$ cat src/rtl/tgc_pkg.sv
`default_nettype none
// ----------------------------------------------------------------------------
// tgc_pkg: shared types and codes of the timing gate controller
// Event, phase and display codes, register indexes, the controller state
// record, the configuration record and the result record.
// ----------------------------------------------------------------------------
package tgc_pkg;

    // Field widths
    localparam int KindW  = 4;
    localparam int TimeW  = 32;
    localparam int PhaseW = 3;
    localparam int DispW  = 3;
    localparam int PerW   = 16;
    localparam int AddrW  = 3;

    // Packed stream widths (rounded up to whole bytes)
    localparam int InUserW  = 8;
    localparam int InDataW  = 32;
    localparam int OutBits  = PhaseW + 1 + KindW + TimeW + 1 + DispW + TimeW;
    localparam int OutDataW = ((OutBits + 7) / 8) * 8;

    // Event codes (input kind and outgoing message kind)
    localparam logic [KindW-1:0] EV_SENDERR   = 4'd0;
    localparam logic [KindW-1:0] EV_RESET     = 4'd1;
    localparam logic [KindW-1:0] EV_INIT      = 4'd2;
    localparam logic [KindW-1:0] EV_ACK       = 4'd3;
    localparam logic [KindW-1:0] EV_FINMSG    = 4'd4;
    localparam logic [KindW-1:0] EV_LEFT      = 4'd5;
    localparam logic [KindW-1:0] EV_ARRIVED   = 4'd6;
    localparam logic [KindW-1:0] EV_CONFIRMED = 4'd7;
    localparam logic [KindW-1:0] EV_TIMEOUT   = 4'd8;
    localparam logic [KindW-1:0] EV_TICK      = 4'd9;

    // Phases
    localparam logic [PhaseW-1:0] PH_START  = 3'd0;
    localparam logic [PhaseW-1:0] PH_READY  = 3'd1;
    localparam logic [PhaseW-1:0] PH_CHECK  = 3'd2;
    localparam logic [PhaseW-1:0] PH_RUN    = 3'd3;
    localparam logic [PhaseW-1:0] PH_FINISH = 3'd4;

    // Display commands
    localparam logic [DispW-1:0] DISP_NONE       = 3'd0;
    localparam logic [DispW-1:0] DISP_CONNECTING = 3'd1;
    localparam logic [DispW-1:0] DISP_ERROR      = 3'd2;
    localparam logic [DispW-1:0] DISP_ZERO       = 3'd3;
    localparam logic [DispW-1:0] DISP_RUNNING    = 3'd4;
    localparam logic [DispW-1:0] DISP_FINAL      = 3'd5;

    // Configuration register indexes
    localparam logic [AddrW-1:0] REG_ROLE        = 3'd0;
    localparam logic [AddrW-1:0] REG_CONFIRM     = 3'd1;
    localparam logic [AddrW-1:0] REG_FINISH_HOLD = 3'd2;
    localparam logic [AddrW-1:0] REG_REARM       = 3'd3;
    localparam logic [AddrW-1:0] REG_INIT_PERIOD = 3'd4;

    // Role
    localparam logic ROLE_START  = 1'b0;
    localparam logic ROLE_FINISH = 1'b1;

    // Reset values of the timing registers
    localparam logic [PerW-1:0] CONFIRM_RST     = 16'd100;
    localparam logic [PerW-1:0] FINISH_HOLD_RST = 16'd8000;
    localparam logic [PerW-1:0] REARM_RST       = 16'd500;
    localparam logic [PerW-1:0] INIT_PERIOD_RST = 16'd300;

    typedef struct packed {
        logic            device_role;
        logic [PerW-1:0] confirm_ms;
        logic [PerW-1:0] finish_hold_ms;
        logic [PerW-1:0] rearm_ms;
        logic [PerW-1:0] init_period_ms;
    } tgc_cfg_t;

    typedef struct packed {
        logic [PhaseW-1:0] phase;
        logic [TimeW-1:0]  clock_ms;
        logic [TimeW-1:0]  phase_stamp_ms;
        logic [TimeW-1:0]  run_start_ms;
        logic [TimeW-1:0]  measured_ms;
        logic [PerW-1:0]   init_timer;
        logic              detector_on;
    } tgc_state_t;

    typedef struct packed {
        logic [PhaseW-1:0] phase;
        logic              send_valid;
        logic [KindW-1:0]  send_kind;
        logic [TimeW-1:0]  send_time;
        logic              detector_enable;
        logic [DispW-1:0]  display_cmd;
        logic [TimeW-1:0]  display_time;
    } tgc_result_t;

endpackage
`default_nettype wire

$ cat src/rtl/tgc_step.sv
`default_nettype none
// ----------------------------------------------------------------------------
// tgc_step: event decode and phase update for one item
// Pure combinational: from the current state, the configuration and one
// event it forms the next state and the result record.
// ----------------------------------------------------------------------------
module tgc_step (
    input  tgc_pkg::tgc_cfg_t              cfg,
    input  tgc_pkg::tgc_state_t            st,
    input  logic [tgc_pkg::KindW-1:0]      kind,
    input  logic [tgc_pkg::TimeW-1:0]      msg_time,
    output tgc_pkg::tgc_state_t            st_next,
    output tgc_pkg::tgc_result_t           res
);
    import tgc_pkg::*;

    logic [TimeW-1:0] clk_inc;
    logic [TimeW-1:0] run_el;
    logic [TimeW-1:0] tick_run_el;
    logic [TimeW-1:0] tick_phase_el;
    logic [PerW-1:0]  init_inc;

    assign clk_inc       = st.clock_ms + TimeW'(1);
    assign run_el        = st.clock_ms - st.run_start_ms;
    assign tick_run_el   = clk_inc - st.run_start_ms;
    assign tick_phase_el = clk_inc - st.phase_stamp_ms;
    assign init_inc      = st.init_timer + PerW'(1);

    always_comb begin
        st_next = st;
        res     = '0;

        if (kind == EV_TICK) begin
            // millisecond tick: advance clock, then the self-raised events
            st_next.clock_ms = clk_inc;
            if (cfg.device_role == ROLE_START && st.phase == PH_START) begin
                if (st.init_timer == '0) begin
                    res.send_valid = 1'b1;
                    res.send_kind  = EV_INIT;
                end
                st_next.init_timer = (init_inc >= cfg.init_period_ms) ? '0 : init_inc;
            end else if (cfg.device_role == ROLE_START && st.phase == PH_CHECK &&
                         tick_run_el >= {16'd0, cfg.confirm_ms}) begin
                st_next.phase          = PH_RUN;
                st_next.phase_stamp_ms = clk_inc;
                st_next.detector_on    = 1'b0;
                res.send_valid         = 1'b1;
                res.send_kind          = EV_CONFIRMED;
                res.send_time          = tick_run_el;
                res.display_cmd        = DISP_RUNNING;
                res.display_time       = tick_run_el;
            end else if (cfg.device_role == ROLE_FINISH && st.phase == PH_RUN &&
                         tick_phase_el > {16'd0, cfg.rearm_ms}) begin
                st_next.detector_on = 1'b1;
            end else if (st.phase == PH_FINISH &&
                         tick_phase_el > {16'd0, cfg.finish_hold_ms}) begin
                st_next.phase          = PH_START;
                st_next.phase_stamp_ms = clk_inc;
            end
        end else if (kind <= EV_TIMEOUT) begin
            if (kind == EV_RESET) begin
                st_next.phase       = PH_START;
                st_next.detector_on = 1'b0;
                res.display_cmd     = DISP_CONNECTING;
            end else if (cfg.device_role == ROLE_START) begin
                // start gate
                if (kind == EV_SENDERR) begin
                    st_next.detector_on = 1'b0;
                    res.display_cmd     = DISP_ERROR;
                end else begin
                    case (st.phase)
                        PH_START: begin
                            st_next.detector_on = 1'b0;
                            if (kind == EV_ACK) begin
                                st_next.detector_on    = 1'b1;
                                st_next.phase          = PH_READY;
                                st_next.phase_stamp_ms = st.clock_ms;
                                res.display_cmd        = DISP_ZERO;
                            end
                        end
                        PH_READY: begin
                            if (kind == EV_LEFT) begin
                                st_next.phase          = PH_CHECK;
                                st_next.phase_stamp_ms = st.clock_ms;
                                st_next.run_start_ms   = st.clock_ms;
                            end
                        end
                        PH_CHECK: begin
                            if (kind == EV_ARRIVED) begin
                                st_next.phase = PH_READY;
                            end else if (kind == EV_CONFIRMED) begin
                                st_next.phase          = PH_RUN;
                                st_next.phase_stamp_ms = st.clock_ms;
                                st_next.detector_on    = 1'b0;
                                res.send_valid         = 1'b1;
                                res.send_kind          = EV_CONFIRMED;
                                res.send_time          = run_el;
                                res.display_cmd        = DISP_RUNNING;
                                res.display_time       = run_el;
                            end
                        end
                        PH_RUN: begin
                            if (kind == EV_ARRIVED) begin
                                st_next.measured_ms    = run_el;
                                st_next.phase          = PH_FINISH;
                                st_next.phase_stamp_ms = st.clock_ms;
                                res.send_valid         = 1'b1;
                                res.send_kind          = EV_FINMSG;
                                res.send_time          = run_el;
                                res.display_cmd        = DISP_FINAL;
                                res.display_time       = run_el;
                            end
                        end
                        PH_FINISH: begin
                            if (kind == EV_TIMEOUT) begin
                                st_next.phase          = PH_START;
                                st_next.phase_stamp_ms = st.clock_ms;
                            end
                        end
                        default: begin
                        end
                    endcase
                end
            end else begin
                // finish gate
                case (st.phase)
                    PH_START: begin
                        st_next.detector_on = 1'b0;
                        if (kind == EV_INIT) begin
                            st_next.phase          = PH_READY;
                            st_next.phase_stamp_ms = st.clock_ms;
                            res.send_valid         = 1'b1;
                            res.send_kind          = EV_ACK;
                            res.display_cmd        = DISP_ZERO;
                        end
                    end
                    PH_READY: begin
                        res.display_cmd = DISP_ZERO;
                        if (kind == EV_CONFIRMED) begin
                            st_next.phase          = PH_RUN;
                            st_next.phase_stamp_ms = st.clock_ms;
                            st_next.run_start_ms   = msg_time;
                            res.display_cmd        = DISP_RUNNING;
                            res.display_time       = msg_time;
                        end
                    end
                    PH_RUN: begin
                        if (kind == EV_ARRIVED) begin
                            st_next.detector_on = 1'b0;
                            res.send_valid      = 1'b1;
                            res.send_kind       = EV_ARRIVED;
                        end else if (kind == EV_FINMSG) begin
                            st_next.measured_ms    = msg_time;
                            st_next.phase          = PH_FINISH;
                            st_next.phase_stamp_ms = st.clock_ms;
                            res.display_cmd        = DISP_FINAL;
                            res.display_time       = msg_time;
                        end
                    end
                    PH_FINISH: begin
                        if (kind == EV_TIMEOUT) begin
                            st_next.phase          = PH_START;
                            st_next.phase_stamp_ms = st.clock_ms;
                        end
                    end
                    default: begin
                    end
                endcase
            end
        end

        // link-init counter only runs while a start gate waits in start phase
        if (cfg.device_role != ROLE_START || st_next.phase != PH_START) begin
            st_next.init_timer = '0;
        end

        res.phase           = st_next.phase;
        res.detector_enable = st_next.detector_on;
    end

endmodule
`default_nettype wire

$ cat src/rtl/timing_gate_controller_core.sv
`default_nettype none
// ----------------------------------------------------------------------------
// timing_gate_controller_core: start/finish timing gate controller
// Takes one event per transfer on the s_ stream (event kind on tuser, peer
// message time on tdata) and returns one result per event on the m_ stream.
//
// Usage:
//  - Each accepted input transfer gives exactly one output transfer: phase,
//    outgoing peer message, detector enable and display command.
//  - Millisecond ticks (kind 9) advance the local clock and raise run
//    confirmation, finish hold timeout, detector re-arm and link-init
//    messages internally.
//  - Each item passes the input register, then the event logic, then the
//    result register; while the result register is stalled it waits in the
//    input register. Throughput is one item per cycle while m_tready is
//    high; the state update is a single pass of compare/subtract logic
//    between the two registers.
//  - When m_tready is low the result register holds, the input register
//    still takes one more item, and s_tready drops once both are full.
//  - Configuration is written through cfg_we/cfg_addr/cfg_wdata while the
//    block is idle; index 0 role, 1 confirm, 2 finish hold, 3 re-arm,
//    4 init period. Other indexes are ignored.
//  - aresetn (synchronous, active low) empties both stages, restores the
//    register defaults and returns the controller to start phase, clock 0.
// ----------------------------------------------------------------------------
module timing_gate_controller_core (
    input  logic                           aclk,
    input  logic                           aresetn,
    // input events
    input  logic                           s_tvalid,
    output logic                           s_tready,
    input  logic [tgc_pkg::InDataW-1:0]    s_tdata,   // [31:0] msg_time
    input  logic [tgc_pkg::InUserW-1:0]    s_tuser,   // [3:0] kind, [7:4] zero
    // results
    output logic                           m_tvalid,
    input  logic                           m_tready,
    output logic [tgc_pkg::OutDataW-1:0]   m_tdata,   // [2:0] phase, [3] send_valid,
                                                      // [7:4] send_kind,
                                                      // [39:8] send_time,
                                                      // [40] detector_enable,
                                                      // [43:41] display_cmd,
                                                      // [75:44] display_time,
                                                      // [79:76] zero
    // configuration write port
    input  logic                           cfg_we,
    input  logic [tgc_pkg::AddrW-1:0]      cfg_addr,
    input  logic [tgc_pkg::PerW-1:0]       cfg_wdata
);
    import tgc_pkg::*;

    logic              in_valid_reg;
    logic [KindW-1:0]  in_kind_reg;
    logic [TimeW-1:0]  in_time_reg;
    logic              out_valid_reg;
    tgc_result_t       out_result_reg;
    tgc_result_t       step_result;
    tgc_state_t        state_reg;
    tgc_state_t        state_next;
    tgc_cfg_t          cfg_reg;
    logic              out_free;
    logic              step_fire;
    logic              in_fire;

    // pipeline handshake
    assign out_free  = !out_valid_reg || m_tready;
    assign step_fire = in_valid_reg && out_free;
    assign s_tready  = !in_valid_reg || out_free;
    assign in_fire   = s_tvalid && s_tready;

    // configuration registers
    always_ff @(posedge aclk) begin
        if (!aresetn) begin
            cfg_reg.device_role    <= ROLE_START;
            cfg_reg.confirm_ms     <= CONFIRM_RST;
            cfg_reg.finish_hold_ms <= FINISH_HOLD_RST;
            cfg_reg.rearm_ms       <= REARM_RST;
            cfg_reg.init_period_ms <= INIT_PERIOD_RST;
        end else if (cfg_we) begin
            case (cfg_addr)
                REG_ROLE:        cfg_reg.device_role    <= cfg_wdata[0];
                REG_CONFIRM:     cfg_reg.confirm_ms     <= cfg_wdata;
                REG_FINISH_HOLD: cfg_reg.finish_hold_ms <= cfg_wdata;
                REG_REARM:       cfg_reg.rearm_ms       <= cfg_wdata;
                REG_INIT_PERIOD: cfg_reg.init_period_ms <= cfg_wdata;
                default: begin
                end
            endcase
        end
    end

    // input register
    always_ff @(posedge aclk) begin
        if (!aresetn) begin
            in_valid_reg <= 1'b0;
        end else if (s_tready) begin
            in_valid_reg <= s_tvalid;
        end
        if (in_fire) begin
            in_kind_reg <= s_tuser[KindW-1:0];
            in_time_reg <= s_tdata[TimeW-1:0];
        end
    end

    // event logic
    tgc_step u_step (
        .cfg      (cfg_reg),
        .st       (state_reg),
        .kind     (in_kind_reg),
        .msg_time (in_time_reg),
        .st_next  (state_next),
        .res      (step_result)
    );

    // controller state
    always_ff @(posedge aclk) begin
        if (!aresetn) begin
            state_reg.phase          <= PH_START;
            state_reg.clock_ms       <= '0;
            state_reg.phase_stamp_ms <= '0;
            state_reg.run_start_ms   <= '0;
            state_reg.measured_ms    <= '0;
            state_reg.init_timer     <= '0;
            state_reg.detector_on    <= 1'b0;
        end else if (step_fire) begin
            state_reg <= state_next;
        end
    end

    // result register
    always_ff @(posedge aclk) begin
        if (!aresetn) begin
            out_valid_reg <= 1'b0;
        end else if (out_free) begin
            out_valid_reg <= in_valid_reg;
        end
        if (step_fire) begin
            out_result_reg <= step_result;
        end
    end

    assign m_tvalid = out_valid_reg;
    assign m_tdata  = {
        (OutDataW - OutBits)'(0),
        out_result_reg.display_time,
        out_result_reg.display_cmd,
        out_result_reg.detector_enable,
        out_result_reg.send_time,
        out_result_reg.send_kind,
        out_result_reg.send_valid,
        out_result_reg.phase
    };

    // a result that sends nothing carries no message kind or time
    a_quiet_send: assert property (@(posedge aclk) disable iff (!aresetn)
        (m_tvalid && !out_result_reg.send_valid) |->
            (out_result_reg.send_kind == EV_SENDERR && out_result_reg.send_time == '0))
        else $error("message fields set without send_valid");

    // display time only accompanies running or final display
    a_disp_time: assert property (@(posedge aclk) disable iff (!aresetn)
        (m_tvalid && out_result_reg.display_cmd != DISP_RUNNING &&
         out_result_reg.display_cmd != DISP_FINAL) |-> (out_result_reg.display_time == '0))
        else $error("display time without a timed display command");

    // a processed tick advances the clock by exactly one
    a_tick_clock: assert property (@(posedge aclk) disable iff (!aresetn)
        (step_fire && in_kind_reg == EV_TICK) |=>
            (state_reg.clock_ms == $past(state_reg.clock_ms) + TimeW'(1)))
        else $error("tick did not advance the clock by one");

    // input stage only blocks when the result stage is full and stalled
    a_ready_stall: assert property (@(posedge aclk) disable iff (!aresetn)
        !s_tready |-> (in_valid_reg && m_tvalid && !m_tready))
        else $error("input stalled without a stalled result");

endmodule
`default_nettype wire

$ cat config.mk
export PLATFORM = sky130hd
export DESIGN_NAME = timing_gate_controller_core
export DESIGN_NICKNAME = d
export VERILOG_FILES = /design/src/rtl/tgc_pkg.sv /design/src/rtl/tgc_step.sv /design/src/rtl/timing_gate_controller_core.sv
export SDC_FILE = /design/constraint.sdc
export NUM_CORES = 1
export LEC_CHECK = 0
export BUFFER_PORTS_ARGS = -buffer_cell sky130_fd_sc_hd__buf_2
export CORE_ASPECT_RATIO = 0.8
export CORE_MARGIN = 5
export CORE_UTILIZATION = 50
export CTS_BUF_LIST = sky130_fd_sc_hd__clkbuf_8
export DETAILED_ROUTE_END_ITERATION = 7
export PLACE_DENSITY = 0.67
export SLEW_MARGIN = 25
export SYNTH_ARGS = -nofsm -noshare
export SYNTH_HDL_FRONTEND = slang
export SYNTH_SLANG_ARGS = --single-unit
$ cat constraint.sdc
create_clock -name aclk -period 6.6 [get_ports aclk]
set_input_delay 0.99 -clock aclk [delete_from_list [all_inputs] [get_ports aclk]]
set_output_delay 0.99 -clock aclk [all_outputs]
set_load 0.03 [all_outputs]
==> results.tsv <==
metric	value	unit
Crit Path Max Fanout	33	
register bit total from synthesis	294	
chip height	190	um
Pwr Density	181	nW/um^2
grt total ovfl	0	
simple-gate share of the synthesized area	0.177	
ys async rst share	0	
critical register-to-register path endpoint	m_tdata[44]	
reg2reg path depth	21	
ANT nets after route	0	
Synth Area in XOR/XNOR	0.0593	
core area	39700	um^2
WHS	0.454	ns
startpoint types	flop	
Crit path required time	6.96	ns
# DRC	0	
H-Tree Depth	2	
Synth Cell Area	20200	um^2
top-count cell post-synth	nand2_1	
First DRT Iteration DRCs	1517	
Post-CTS Setup Bufs	0	
Horiz. Die Dim	235	um
fmax	0.160	GHz
area of the multi-input gates	12000	um^2
hold-critical path depth	2	
ys flop type	dfxtp_1	
Synth Area in Compound Gates	0.234	
Yosys cell types	82	
Initial Util	0.510	
crit share post-route	0.949	
share of post-route cells with drive strength above 1	0.121	
final setup TNS	0	ns
Post-Synth Adder-Cell Area	0.102	
# port buffers	136	
via count	18300	
Final Hold Fails	0	
Total GRT Usage	0.253	
vias per std cell	5.91	
top post-synthesis cells by area	dfxtp_1 18%, edfxtp_1 16%, ha_1 9.9%	
# fillers	3705	
Worst-Skew Late Latency	0.61	ns
Post-synth EDFFs	111	
post-synthesis mux area share	0.0187	
Slew Limit Fails	0	
Longest Clk Path Bufs	3	
# nets final	2755	
CTS root buffer	clkbuf_8	
Crit Reg-Reg Startpoint	state_reg[114]	
Placer Congestion	0.908	
Hold WC Path Type	reg -> reg	
register area	7000	um^2
hold_buf cts	0	
max_slew headroom	0.294	
io pins	146	
max-cap viol count	0	
Post-Route WL	59100	um
r2r setup slk	0.34	ns
CTS Buf Count	49	
Tmin final	6.26	ns
Pwr Total	0.00408	W
crit path DAT	6.62	ns
DPL Wire Length	44000	um
Hold Crit Start	cfg_reg[51]	
drt first pass iters	6	
status	finished, final reports clean	
post-cts resize count	0	
sequential share of the synthesized area	0.346	
Leakage	9.59	nW
Post-Synthesis Cells	2418	
largest net degree at the start of global routing	85	
row cnt	65	
Ant. Diodes	0	
global-route wire length before repair	93600	um
peak supply drop	133	uV
commonest cells in the netlist	268 x nand2_1, 202 x nor2_1, 201 x a21oi_1	
final setup fails	0	
CP Capture Type	flop	
CP Class	reg -> reg	
WL/cell	19.0	um
vias in the first global route	17300	
initial antenna violation count	0	
Yosys top cell area share	0.181	
leading area contributor after synthesis	dfxtp_1	
max reg flops	116	
Synth-to-Final Area Change	11.2	%
largest family of logic cells by synthesized area	compound AO/OA/AOI/OAI gates	
worst slew pin tran	1.06	ns
Syn Area/Cell	8.37	um^2
clk slew on worst S/H paths	0.06	ns
Ys Warns	0	
CTS tree	built	
Worst Skew	0.0366	ns
TritonCTS Sinks	294	
Die ar.	44600	um^2
Hold EP	cfg_reg[51]	
[cell usage in the layout (no fill, tap or decap), drive strengths merged, types with 16 or more instances in the layout]
| cell | instances |
|---|---|
| a21o | 82 |
| o211ai | 41 |
| ha | 160 |
| nor2 | 205 |
| nor4 | 17 |
| buf | 202 |
| nand2b | 29 |
| a22oi | 19 |
| xor2 | 52 |
| a22o | 31 |
| inv | 200 |
| xnor2 | 85 |
| dfxtp | 183 |
| or3 | 23 |
| edfxtp | 111 |
| and3 | 22 |
| mux2i | 31 |
| o21a | 21 |
| a211oi | 71 |
| a31oi | 16 |
| nand4 | 33 |
| o21ai | 100 |
| nand3 | 41 |
| nand2 | 268 |
| clkbuf | 53 |
| a21oi | 201 |
| nor3 | 39 |
| nor2b | 29 |
[metrics by stage]
| stage | std cells | instance area (um^2) | utilization | setup slack [ns] |
|---|---|---|---|---|
| 3_3_place_gp | 3013 | 21500 | 0.543 | 0.428 |
| 6_report | 3104 | 22500 | 0.567 | 0.340 |
| 2_1_floorplan | 2422 | 20200 | - | 0.633 |
| 3_5_place_dp | 3013 | 21500 | 0.543 | 0.432 |
| 5_1_grt | 3104 | 22500 | 0.567 | -0.0858 |
| 4_1_cts | 3104 | 22500 | 0.567 | 0.366 |
[layer usage]
layer  vias to the layer above  part of all wire  global-route usage
li1                       8927                 -                   -
met1                      8724              0.46               0.361
met2                       590              0.44               0.396
met3                       101             0.070              0.0449
met4                         0             0.028              0.0759
met5                         -                 0                   0
[how the worst max path moves through the flow]
stage              startpoint  slack, ns             to  depth (start not counted)
4_1_cts        state_reg[114]       0.37   state_reg[3]                         23
2_1_floorplan  state_reg[113]       0.63  state_reg[13]                         27
3_5_place_dp   state_reg[114]       0.43  state_reg[11]                         23
6_report       state_reg[114]       0.34    m_tdata[44]                         21
3_3_place_gp   state_reg[113]       0.43    m_tdata[44]                         21
5_1_grt        state_reg[114]      -0.09   state_reg[3]                         23
[cell type report]
class | count | area share
tap | 536 | 0.0298
sequential | 294 | 0.311
multi-input combinational | 1806 | 0.534
timing repair buffer | 202 | 0.0540
inverter | 175 | 0.0294
clock buffer | 53 | 0.0324
clock inverter | 38 | 0.00923
[cell families (layout without fill, tap and decap cells)]
logic type               Yosys count  in the layout
AO/OA/AOI/OAI                    703            703
XOR/XNOR                         137            137
adder cells (fa/ha/maj)          163            163
buffers and inverters            322            468
flip-flops                       294            294
multiplexers                      37             37
other                              1              5
AND/OR/NAND/NOR                  761            761
[critical path, cell delays in order, from the launching register on]
cell and delay, ns:
dfxtp_1 0.34, ha_1 0.22, and3_1 0.22, xnor2_1 0.35
ha_1 0.36, o211ai_1 0.12, a21o_1 0.19, nand2_1 0.11
xor2_1 0.30, ha_1 0.34, o2111ai_1 0.11, o22ai_1 0.17
a2111oi_0 0.77, o21ai_0 0.40, or3_1 0.46, a2111oi_2 0.21
nor4b_2 0.31, and3_1 0.24, nor2_2 0.10, buf_12 0.21
mux2_2 0.30, a21o_1 0.15
[where the power goes]
part / total (W) / switching [W] / internal [W] / leakage [nW]
Sequential: 0.00195 / 0.0000256 / 0.00193 / 2.55
Clock: 0.00158 / 0.000759 / 0.000818 / 0.577
Combinational: 0.000545 / 0.000345 / 0.000200 / 6.46
Total: 0.00408 / 0.00113 / 0.00295 / 9.59
Note: power is estimated with default switching activity, not from simulation.
